[src/itaf_pkg.sv]
// itaf_pkg: shared types, constants and glyph function of the integer to ascii formatter
`default_nettype none

package itaf_pkg;

    // input opcodes
    typedef enum logic [2:0] {
        OP_HEX8  = 3'd0,
        OP_HEX16 = 3'd1,
        OP_HEX32 = 3'd2,
        OP_DEC16 = 3'd3,
        OP_DEC32 = 3'd4
    } t_opcode;

    localparam int VALUE_W   = 32;
    localparam int NIB_W     = 4;
    localparam int DIGITS    = 10;                 // decimal digits of a 32-bit magnitude
    localparam int BCD_W     = DIGITS * NIB_W;
    localparam int POS_W     = 4;                  // indexes up to DIGITS-1
    localparam int CNT_W     = 6;                  // holds DEC32_STEPS

    localparam logic [CNT_W-1:0] DEC16_STEPS = 6'd16;
    localparam logic [CNT_W-1:0] DEC32_STEPS = 6'd32;

    localparam logic [POS_W-1:0] HEX8_TOP  = 4'd1;
    localparam logic [POS_W-1:0] HEX16_TOP = 4'd3;
    localparam logic [POS_W-1:0] HEX32_TOP = 4'd7;

    localparam logic [7:0] CH_MINUS = 8'h2D;
    localparam logic [7:0] CH_ZERO  = 8'h30;
    localparam logic [7:0] CH_ALPHA = 8'h41;

    localparam int QUEUE_DEPTH = 2;
    localparam int QUEUE_AW    = 1;
    localparam int QUEUE_CW    = 2;                // holds QUEUE_DEPTH

    typedef struct packed {
        logic [2:0]         opcode;
        logic [VALUE_W-1:0] value;
    } t_in_word;

    typedef struct packed {
        logic [7:0] char_code;
        logic       last;
    } t_out_word;

    // classified job handed from front to back
    typedef struct packed {
        logic               is_dec;
        logic               neg;
        logic               dec16;
        logic [POS_W-1:0]   top;
        logic [VALUE_W-1:0] mag;
    } t_job;

    typedef struct packed {
        logic empty;
        logic full;
    } t_q_status;

    // '0'..'9', 'A'..'F'
    function automatic logic [7:0] hex_glyph(input logic [NIB_W-1:0] nib);
        logic [7:0] ch;
        if (nib < 4'd10) begin
            ch = CH_ZERO + {4'd0, nib};
        end else begin
            ch = CH_ALPHA + {4'd0, nib - 4'd10};
        end
        return ch;
    endfunction

endpackage

`default_nettype wire

[src/itaf_queue.sv]
// itaf_queue: two-entry job queue between the front and back parts
`default_nettype none

module itaf_queue (
    input  wire logic               i_clk,
    input  wire logic               i_rst_n,
    input  wire logic               i_push,
    input  wire itaf_pkg::t_job     i_push_job,
    input  wire logic               i_pop,
    output itaf_pkg::t_job          o_head_job,
    output itaf_pkg::t_q_status     o_status
);

    itaf_pkg::t_job                        r_mem [itaf_pkg::QUEUE_DEPTH];
    logic [itaf_pkg::QUEUE_AW-1:0]         r_wr_ptr, n_wr_ptr;
    logic [itaf_pkg::QUEUE_AW-1:0]         r_rd_ptr, n_rd_ptr;
    logic [itaf_pkg::QUEUE_CW-1:0]         r_count,  n_count;
    logic                                  do_push, do_pop;

    assign o_status.empty = (r_count == '0);
    assign o_status.full  = (r_count == itaf_pkg::QUEUE_CW'(itaf_pkg::QUEUE_DEPTH));
    assign o_head_job     = r_mem[r_rd_ptr];

    assign do_push = i_push && !o_status.full;
    assign do_pop  = i_pop && !o_status.empty;

    always_comb begin
        n_wr_ptr = r_wr_ptr;
        n_rd_ptr = r_rd_ptr;
        n_count  = r_count;
        if (do_push) begin
            n_wr_ptr = r_wr_ptr + 1'b1;
        end
        if (do_pop) begin
            n_rd_ptr = r_rd_ptr + 1'b1;
        end
        if (do_push && !do_pop) begin
            n_count = r_count + 1'b1;
        end else if (do_pop && !do_push) begin
            n_count = r_count - 1'b1;
        end
    end

    always_ff @(posedge i_clk) begin
        if (!i_rst_n) begin
            r_wr_ptr <= '0;
            r_rd_ptr <= '0;
            r_count  <= '0;
        end else begin
            r_wr_ptr <= n_wr_ptr;
            r_rd_ptr <= n_rd_ptr;
            r_count  <= n_count;
        end
    end

    always_ff @(posedge i_clk) begin
        if (do_push) begin
            r_mem[r_wr_ptr] <= i_push_job;
        end
    end

endmodule

`default_nettype wire

[src/itaf_front.sv]
// itaf_front: input word acceptance and opcode classification into jobs
`default_nettype none

module itaf_front (
    input  wire logic                i_in_valid,
    input  wire itaf_pkg::t_in_word  i_in_word,
    output logic                     o_in_stall,
    input  wire itaf_pkg::t_q_status i_q_status,
    output logic                     o_push,
    output itaf_pkg::t_job           o_job
);

    logic                               known_op;
    logic [itaf_pkg::VALUE_W-1:0]       dec_bits;
    logic [itaf_pkg::VALUE_W-1:0]       dec_neg_mag;

    assign o_in_stall = i_q_status.full;

    // dec16 only looks at the low half
    assign dec_bits = (i_in_word.opcode == itaf_pkg::OP_DEC16)
                      ? {16'd0, i_in_word.value[15:0]}
                      : i_in_word.value;

    // two's complement magnitude; the most negative value wraps to its own true magnitude
    assign dec_neg_mag = (~dec_bits) + 1'b1;

    always_comb begin
        known_op = 1'b1;
        o_job    = '0;
        case (i_in_word.opcode)
            itaf_pkg::OP_HEX8: begin
                o_job.top = itaf_pkg::HEX8_TOP;
                o_job.mag = {24'd0, i_in_word.value[7:0]};
            end
            itaf_pkg::OP_HEX16: begin
                o_job.top = itaf_pkg::HEX16_TOP;
                o_job.mag = {16'd0, i_in_word.value[15:0]};
            end
            itaf_pkg::OP_HEX32: begin
                o_job.top = itaf_pkg::HEX32_TOP;
                o_job.mag = i_in_word.value;
            end
            itaf_pkg::OP_DEC16: begin
                o_job.is_dec = 1'b1;
                o_job.dec16  = 1'b1;
                o_job.neg    = i_in_word.value[15];
                o_job.mag    = i_in_word.value[15] ? {16'd0, dec_neg_mag[15:0]} : dec_bits;
            end
            itaf_pkg::OP_DEC32: begin
                o_job.is_dec = 1'b1;
                o_job.neg    = i_in_word.value[31];
                o_job.mag    = i_in_word.value[31] ? dec_neg_mag : dec_bits;
            end
            default: begin
                known_op = 1'b0;
            end
        endcase
    end

    // unknown opcodes are accepted and dropped
    assign o_push = i_in_valid && !i_q_status.full && known_op;

endmodule

`default_nettype wire

[src/itaf_back.sv]
// itaf_back: binary to bcd conversion and one-character-per-word emitter
`default_nettype none

module itaf_back (
    input  wire logic                i_clk,
    input  wire logic                i_rst_n,
    input  wire itaf_pkg::t_q_status i_q_status,
    input  wire itaf_pkg::t_job      i_head_job,
    output logic                     o_pop,
    output logic                     o_out_valid,
    output itaf_pkg::t_out_word      o_out_word,
    input  wire logic                i_out_stall
);

    typedef enum logic [3:0] {
        ST_IDLE = 4'b0001,
        ST_CONV = 4'b0010,
        ST_SCAN = 4'b0100,
        ST_EMIT = 4'b1000
    } t_state;

    t_state                             r_state, n_state;
    logic [itaf_pkg::BCD_W-1:0]         r_bcd,   n_bcd;
    logic [itaf_pkg::VALUE_W-1:0]       r_bin,   n_bin;
    logic [itaf_pkg::CNT_W-1:0]         r_cnt,   n_cnt;
    logic [itaf_pkg::POS_W-1:0]         r_pos,   n_pos;
    logic                               r_neg,   n_neg;
    logic                               r_out_valid, n_out_valid;
    itaf_pkg::t_out_word                r_out_word,  n_out_word;

    logic [itaf_pkg::BCD_W-1:0]         bcd_adj;
    logic [itaf_pkg::POS_W-1:0]         msd_pos;
    logic [itaf_pkg::NIB_W-1:0]         cur_nib;
    logic                               slot_free;

    assign o_out_valid = r_out_valid;
    assign o_out_word  = r_out_word;
    assign slot_free   = !r_out_valid || !i_out_stall;
    assign cur_nib     = r_bcd[{r_pos, 2'b00} +: itaf_pkg::NIB_W];

    // add-3 correction on every bcd digit before the shift
    always_comb begin
        for (int i = 0; i < itaf_pkg::DIGITS; i++) begin
            bcd_adj[i*itaf_pkg::NIB_W +: itaf_pkg::NIB_W] =
                (r_bcd[i*itaf_pkg::NIB_W +: itaf_pkg::NIB_W] >= 4'd5)
                ? r_bcd[i*itaf_pkg::NIB_W +: itaf_pkg::NIB_W] + 4'd3
                : r_bcd[i*itaf_pkg::NIB_W +: itaf_pkg::NIB_W];
        end
    end

    // highest nonzero digit, zero if the value is zero
    always_comb begin
        msd_pos = '0;
        for (int i = 0; i < itaf_pkg::DIGITS; i++) begin
            if (r_bcd[i*itaf_pkg::NIB_W +: itaf_pkg::NIB_W] != '0) begin
                msd_pos = itaf_pkg::POS_W'(i);
            end
        end
    end

    always_comb begin
        n_state     = r_state;
        n_bcd       = r_bcd;
        n_bin       = r_bin;
        n_cnt       = r_cnt;
        n_pos       = r_pos;
        n_neg       = r_neg;
        n_out_valid = r_out_valid && i_out_stall;
        n_out_word  = r_out_word;
        o_pop       = 1'b0;
        case (r_state)
            ST_IDLE: begin
                if (!i_q_status.empty) begin
                    o_pop = 1'b1;
                    n_neg = i_head_job.neg;
                    if (i_head_job.is_dec) begin
                        n_bcd   = '0;
                        n_bin   = i_head_job.dec16 ? {i_head_job.mag[15:0], 16'd0}
                                                   : i_head_job.mag;
                        n_cnt   = i_head_job.dec16 ? itaf_pkg::DEC16_STEPS
                                                   : itaf_pkg::DEC32_STEPS;
                        n_state = ST_CONV;
                    end else begin
                        n_bcd   = {8'd0, i_head_job.mag};
                        n_pos   = i_head_job.top;
                        n_state = ST_EMIT;
                    end
                end
            end
            ST_CONV: begin
                n_bcd = {bcd_adj[itaf_pkg::BCD_W-2:0], r_bin[itaf_pkg::VALUE_W-1]};
                n_bin = {r_bin[itaf_pkg::VALUE_W-2:0], 1'b0};
                n_cnt = r_cnt - 1'b1;
                if (r_cnt == itaf_pkg::CNT_W'(1)) begin
                    n_state = ST_SCAN;
                end
            end
            ST_SCAN: begin
                n_pos   = msd_pos;
                n_state = ST_EMIT;
            end
            ST_EMIT: begin
                if (slot_free) begin
                    n_out_valid = 1'b1;
                    if (r_neg) begin
                        n_out_word.char_code = itaf_pkg::CH_MINUS;
                        n_out_word.last      = 1'b0;
                        n_neg                = 1'b0;
                    end else begin
                        n_out_word.char_code = itaf_pkg::hex_glyph(cur_nib);
                        n_out_word.last      = (r_pos == '0);
                        if (r_pos == '0) begin
                            n_state = ST_IDLE;
                        end else begin
                            n_pos = r_pos - 1'b1;
                        end
                    end
                end
            end
            default: begin
                n_state = ST_IDLE;
            end
        endcase
    end

    always_ff @(posedge i_clk) begin
        if (!i_rst_n) begin
            r_state     <= ST_IDLE;
            r_out_valid <= 1'b0;
        end else begin
            r_state     <= n_state;
            r_out_valid <= n_out_valid;
        end
    end

    always_ff @(posedge i_clk) begin
        r_bcd      <= n_bcd;
        r_bin      <= n_bin;
        r_cnt      <= n_cnt;
        r_pos      <= n_pos;
        r_neg      <= n_neg;
        r_out_word <= n_out_word;
    end

endmodule

`default_nettype wire

[src/integer_to_ascii_formatter.sv]
// integer_to_ascii_formatter: top level, integer value to ascii character stream
//
// input channel: i_in_valid / o_in_stall carry one word {opcode, value}
//   opcode hex8/hex16/hex32 gives 2/4/8 uppercase hex digits, msd first
//   opcode dec16/dec32 gives signed decimal: '-' if negative, then the
//   magnitude without leading zeros ("0" for zero); unknown opcodes are
//   taken and dropped with no output
// output channel: o_out_valid / i_out_stall carry one character per word,
//   with last set on the final character of each value
// hex jobs go from the back part's idle state straight to emission;
//   decimal jobs run the shift-add-3 conversion over the magnitude bits,
//   then a digit scan, before the first character
// throughput: one character per cycle while the receiver takes them; the
//   back part takes the next job only after the last character of the
//   current one, and the bcd conversion loop sets the decimal cost
// a two-word job queue lets input words be taken while the back part works
// reset (synchronous, active low) empties the queue and output register
// a stall on the output holds the current character; the back part waits
//   in its emit state and the input side stalls once the queue fills
`default_nettype none

module integer_to_ascii_formatter (
    input  wire logic                i_clk,
    input  wire logic                i_rst_n,
    input  wire logic                i_in_valid,
    input  wire itaf_pkg::t_in_word  i_in_word,
    output logic                     o_in_stall,
    output logic                     o_out_valid,
    output itaf_pkg::t_out_word      o_out_word,
    input  wire logic                i_out_stall
);

    itaf_pkg::t_q_status  q_status;
    itaf_pkg::t_job       push_job;
    itaf_pkg::t_job       head_job;
    logic                 push;
    logic                 pop;

    // front: classify opcode, build magnitude and sign
    itaf_front u_front (
        .i_in_valid (i_in_valid),
        .i_in_word  (i_in_word),
        .o_in_stall (o_in_stall),
        .i_q_status (q_status),
        .o_push     (push),
        .o_job      (push_job)
    );

    // decoupling queue between front and back
    itaf_queue u_queue (
        .i_clk      (i_clk),
        .i_rst_n    (i_rst_n),
        .i_push     (push),
        .i_push_job (push_job),
        .i_pop      (pop),
        .o_head_job (head_job),
        .o_status   (q_status)
    );

    // back: bcd conversion and character emission
    itaf_back u_back (
        .i_clk       (i_clk),
        .i_rst_n     (i_rst_n),
        .i_q_status  (q_status),
        .i_head_job  (head_job),
        .o_pop       (pop),
        .o_out_valid (o_out_valid),
        .o_out_word  (o_out_word),
        .i_out_stall (i_out_stall)
    );

endmodule

`default_nettype wire

[config.mk]
export PLATFORM = sky130hd
export DESIGN_NAME = integer_to_ascii_formatter
export DESIGN_NICKNAME = d
export VERILOG_FILES = /design/src/itaf_pkg.sv /design/src/itaf_queue.sv /design/src/itaf_front.sv /design/src/itaf_back.sv /design/src/integer_to_ascii_formatter.sv
export SDC_FILE = /design/constraint.sdc
export NUM_CORES = 1
export LEC_CHECK = 0
export ABC_CLOCK_PERIOD_IN_PS = 8400
export BUFFER_PORTS_ARGS = -buffer_cell sky130_fd_sc_hd__buf_2
export CAP_MARGIN = 20
export CORE_UTILIZATION = 45
export DETAILED_ROUTE_END_ITERATION = 12
export SLEW_MARGIN = 20
export SYNTH_ARGS = -nofsm -noshare
export SYNTH_HDL_FRONTEND = slang
export SYNTH_SLANG_ARGS = --single-unit
[constraint.sdc]
create_clock -name i_clk -period 8.4 [get_ports i_clk]
set_input_delay 1.26 -clock i_clk [delete_from_list [all_inputs] [get_ports i_clk]]
set_output_delay 1.26 -clock i_clk [all_outputs]
set_load 0.01 [all_outputs]
Word-level counts from Yosys, hierarchy flattened. Memories as Yosys holds them, arrays and structs flattened. A register that Yosys moved wholly into a read port is not among the register bits. Index checks and enable logic that the tools add are counted. Widths: inputs -> output; s select.

Register bits: 101. Memory bits (writable): 76. Word-level logic and storage cells: 166. Memories: 1.

Shift-type cells: 1. Bitwise logic cells: 1. $add $sub $neg: 20. Muxes and demuxes: 65. Reduce and logical (&&, ||, !) cells: 37. Equal/unequal tests: 18. $lt $le $gt $ge: 11.

Memories: u_queue.r_mem (words 2, width 38, read ports 1, clocked after memory_dff 1, wr ports 1, line itaf_queue.sv:14) `itaf_pkg::t_job r_mem [itaf_pkg::QUEUE_DEPTH];`.

Operator list (number): $mux 32 (7); $pmux 32 s5 (1); $mux 4 (22); $pmux 40 s2 (1); $pmux 32 s2 (1); $ge 4x3->1 const B (10); $mux 40 (1); $shiftx 40x7->4 (1); $add 4x2->4 const B (9); $reduce_bool 4->1 (9); $add 32x1->32 const B (1); $not 32->32 (1); $mux 6 (3); $pmux 4 s4 (1); $mux 3 (5); $mux 1 (13); $pmux 4 s3 (1); $pmux 6 s2 (1); $ne 2x2->1 const B (5); $pmux 3 s3 (1); $add 7x4->8 const A (1); $mux 2 (4); $mux 8 (1); $add 6x4->7 const A (1); other kinds (33) (52).

Longest topological paths before layout.
Depth after elaboration: 11. Mapped depth: 9. Mapped depth without buffers: 7.

By module. From an unflattened synthesis, not the netlist that was laid out.

Cells, all modules: 952. Area, all modules: 10238.6 sq um.

Modules (own cells, without submodules): itaf_back (area each 5901.9 sq um, cells an instance 580, instances 1); itaf_queue (area each 3041.7 sq um, cells an instance 146, instances 1); itaf_front (area each 1295.0 sq um, cells an instance 226, instances 1).

Worst setup path after synthesis. OpenSTA, ideal clock, no wires.

Path kind: register to register. Start: reg with a tool-made name. End: reg u_back.r_bin[0] (netlist name), enable pin. Path buffers: 2. Library setup time: 0.492 ns. Arrival time: 3.875 ns. Stages on the path, launching flop included: 6. Required time: 7.908 ns. Clock period less this slack: 4.366 ns. Slack: 4.034 ns. Cell sequence: dfxtp_1 > buf_2 > mux2_2 > clkbuf_1 > nand2_1 > a21boi_0.

RTL lines: end signal, assigned (line itaf_back.sv:138) `r_bin <= n_bin;`; end, declared (line itaf_back.sv:24) `logic [itaf_pkg::VALUE_W-1:0] r_bin, n_bin;`.

==> impl_metrics.tcl <==
set metrics [dict create \
    timing.final.ws_setup_ps 5200 \
    cp-end-kind "register" \
    clockBufferDepth 2 \
    avgSynthCellArea_um2 10.6 \
    routedWlPerCell_um 18.0 \
    setup_viol 0 \
    fin_crit_sh_pct 38.1 \
    ys_types 63 \
    async_reset_ff_share_pct 0 \
    rows 53 \
    critPathTopFamily "compound AO/OA/AOI/OAI gates" \
    initialDrtViolationCount 453 \
    htreeDepth 4 \
    synth-seq-cells 177 \
    grt_max_degree 86 \
    path_clk_slew_ps 70 \
    p_per_area_mw_per_mm2 327 \
    synthCells 924 \
    hp-class "reg2reg" \
    first_pass_iters 5 \
    finalHoldViolCount 0 \
    crit_top_cell "o21ai_0" \
    synth_top_flop_cell "edfxtp_1" \
    crit_cells 6 \
    top_level_ports 50 \
    cts_tree "yes" \
    path_class "in2reg" \
    place_inst 1219 \
    cap_violations 0 \
    max_stage_delay_ps 570 \
    numCtsBuffers 17 \
    critPathRequiredTime_ps 8590 \
    p_leak_nw 3.95 \
    dieHeight_um 150 \
    grt_pass1_vias 6561 \
    final_cell_mix "167 x edfxtp_1, 109 x o21ai_0, 85 x a21oi_1" \
    overflow 0 \
    worst_pin_slew_ps 844 \
    hpwl_mm 16.2 \
    finalNetCount 1032 \
    critPathMaxFanout 6 \
    fmax_mhz 313 \
    drive_gt1_share_pct 13.9 \
    syn_area_mm2 0.00982 \
    gp_congestion 0.893 \
    finClkSkew_ps 12.7 \
    r2r.worst_path.cells 6 \
    cts_sinks 177 \
    ys_seq_area_share_pct 53.1 \
    worstHoldPathCells 2 \
    yosysWarningCount 0 \
    tns_ps 0 \
    clock_latency_ps 430 \
    via_per_inst 5.62 \
    fp.dieArea_mm2 0.0224 \
    peakVddDrop_uv 138 \
    post-place-ws_ps 4740 \
    cts-hold-fix-buffers 0 \
    antenna_found_initial 0 \
    status "finished clean" \
    postRouteWirelength_mm 22.6 \
    finalPower_w 0.00360 \
    crit_chain "buf_2 > nor4_1 > nand4_1 > o21ai_0 > a21oi_1 > o21ai_0" \
    ant_nets 0 \
    portBuffers 48 \
    worst_path_max_delay_cell "o21ai_0" \
    synth_edf_count 167 \
    die_x_um 150 \
    startpoint_type "input port" \
    cp_num_buf_inv 1 \
    min_period_ps 3200 \
    crit_arrival_ps 3390 \
    core_area_mm2 0.0212 \
    grt_pass1_wl_mm 36.2 \
    initial_core_util_pct 46.3 \
    vias 7038 \
    finalMaxSlewViolations 0 \
    final_common_cell "edfxtp_1" \
    cts_setup_buffers 0 \
    drc 0 \
    syn_to_final_growth_pct 11.9 \
    clock-root-buffer "clkbuf_16" \
    relSlewSlack_pct 43.8 \
    diodes 0 \
    synth_nets 991 \
    track_usage_pct 21.2 \
    instances_no_fill 1253 \
    cts_resized 0 \
    rsz0062_at_grt "false" \
]
power breakdown:
| group | switching (W) | internal (W) |
|---|---|---|
| Combinational | 0.000789 | 0.000528 |
| Sequential | 0.000184 | 0.00131 |
| Clock | 0.000369 | 0.000413 |
routing by layer:
metal	up-vias	GRT usage, %	share of wire, %
li1	3522	-	-
met1	3339	30.3	48
met2	158	33.3	47
met3	19	3.02	3.7
met4	0	6.36	1.7
met5	-	0	0
Yosys cell counts, types with 3 or more instances:
| library cell | number | area [µm²] |
|---|---|---|
| mux2_2 | 20 | 225 |
| nor2b_1 | 4 | 25.0 |
| inv_1 | 43 | 161 |
| clkbuf_1 | 22 | 82.6 |
| buf_1 | 7 | 26.3 |
| o22a_1 | 3 | 26.3 |
| a211oi_1 | 4 | 30.0 |
| nor2_1 | 80 | 300 |
| or4_1 | 3 | 22.5 |
| a21boi_0 | 4 | 30.0 |
| mux4_2 | 4 | 90.1 |
| and2_1 | 7 | 43.8 |
| nand3_1 | 16 | 80.1 |
| nor3b_1 | 16 | 120 |
| o22ai_1 | 7 | 43.8 |
| nand2b_1 | 14 | 87.6 |
| nand2_1 | 74 | 278 |
| o31ai_1 | 5 | 37.5 |
| a31oi_1 | 7 | 43.8 |
| edfxtp_1 | 167 | 5010 |
| or3_1 | 23 | 144 |
| nor3_1 | 12 | 60.1 |
| nand3b_1 | 9 | 67.6 |
| or3b_2 | 6 | 52.6 |
| buf_2 | 6 | 30.0 |
| nor4_1 | 4 | 25.0 |
| and3_1 | 4 | 25.0 |
| o21ai_0 | 109 | 546 |
| xnor2_1 | 17 | 149 |
| o21a_1 | 3 | 22.5 |
| xor2_1 | 13 | 114 |
| ha_1 | 28 | 350 |
| nand4_1 | 3 | 18.8 |
| a211o_1 | 4 | 35.0 |
| a21oi_1 | 85 | 425 |
| mux2i_1 | 44 | 440 |
| dfxtp_1 | 10 | 200 |
| o32ai_1 | 7 | 61.3 |
flip-flops by register name, indices dropped and copies added (netlist names), named ones only:
signal              cells
u_queue.r_mem          76
u_back.r_bcd           40
u_back.r_state          4
u_back.r_cnt            6
u_queue.r_count         2
u_queue.r_wr_ptr        1
u_back.o_out_word       8
u_back.r_neg            1
u_back.r_bin           32
u_back.r_pos            4
u_back.o_out_valid      1
u_queue.r_rd_ptr        1
cells by family after synthesis:
| kind of cell | Yosys count | synth area share [%] |
|---|---|---|
| other cells | 1 | 0.0382 |
| xor+xnor | 30 | 2.68 |
| buf+inv | 80 | 3.17 |
| simple gates | 282 | 14.5 |
| fa+ha+maj | 28 | 3.57 |
| compound gates | 258 | 15.3 |
| flops | 177 | 53.1 |
| mux | 68 | 7.70 |
worst register-to-register path, stage by stage (launching register included):
cell and delay [ps]:
edfxtp_1 830, mux4_2 450, a211oi_1 670, ha_1 380, xor2_1 160, nand2_1 60, a21o_1 150
metrics by stage:
stage	utilization (%)	area, µm²	hold WS [ps]
2_1_floorplan	-	9820	478
3_3_place_gp	48.8	10400	503
3_5_place_dp	48.8	10400	512
4_1_cts	51.6	10900	535
5_1_grt	51.8	11000	546
6_report	51.8	11000	539
final cells by class:
type                    count  area [µm²]
fillers                  1942       10200
flip-flops and latches    177        5220
multi-input cells         667        4330
clock buffers              18         450
well taps                 275         344
repair buffers             58         340
inverters                  44         165
clock inverters            14         140
worst paths after layout:
check | startpoint | to | slack (ps)
worst max-delay path | i_in_word[5] | u_queue.r_mem[0][17]$_DFFE_PP_ | 5200
worst min-delay path | u_back.r_bin[12]$_DFFE_PP_ | u_back.r_bin[13]$_DFFE_PP_ | 540
worst max register to register | u_back.r_pos[1]$_DFFE_PP_ | u_back.o_out_word[3]$_SDFFCE_PP1P_ | 5460
worst min register to register | u_back.r_bin[12]$_DFFE_PP_ | u_back.r_bin[13]$_DFFE_PP_ | 540
No activity file was read; power rests on OpenSTA's default activity.
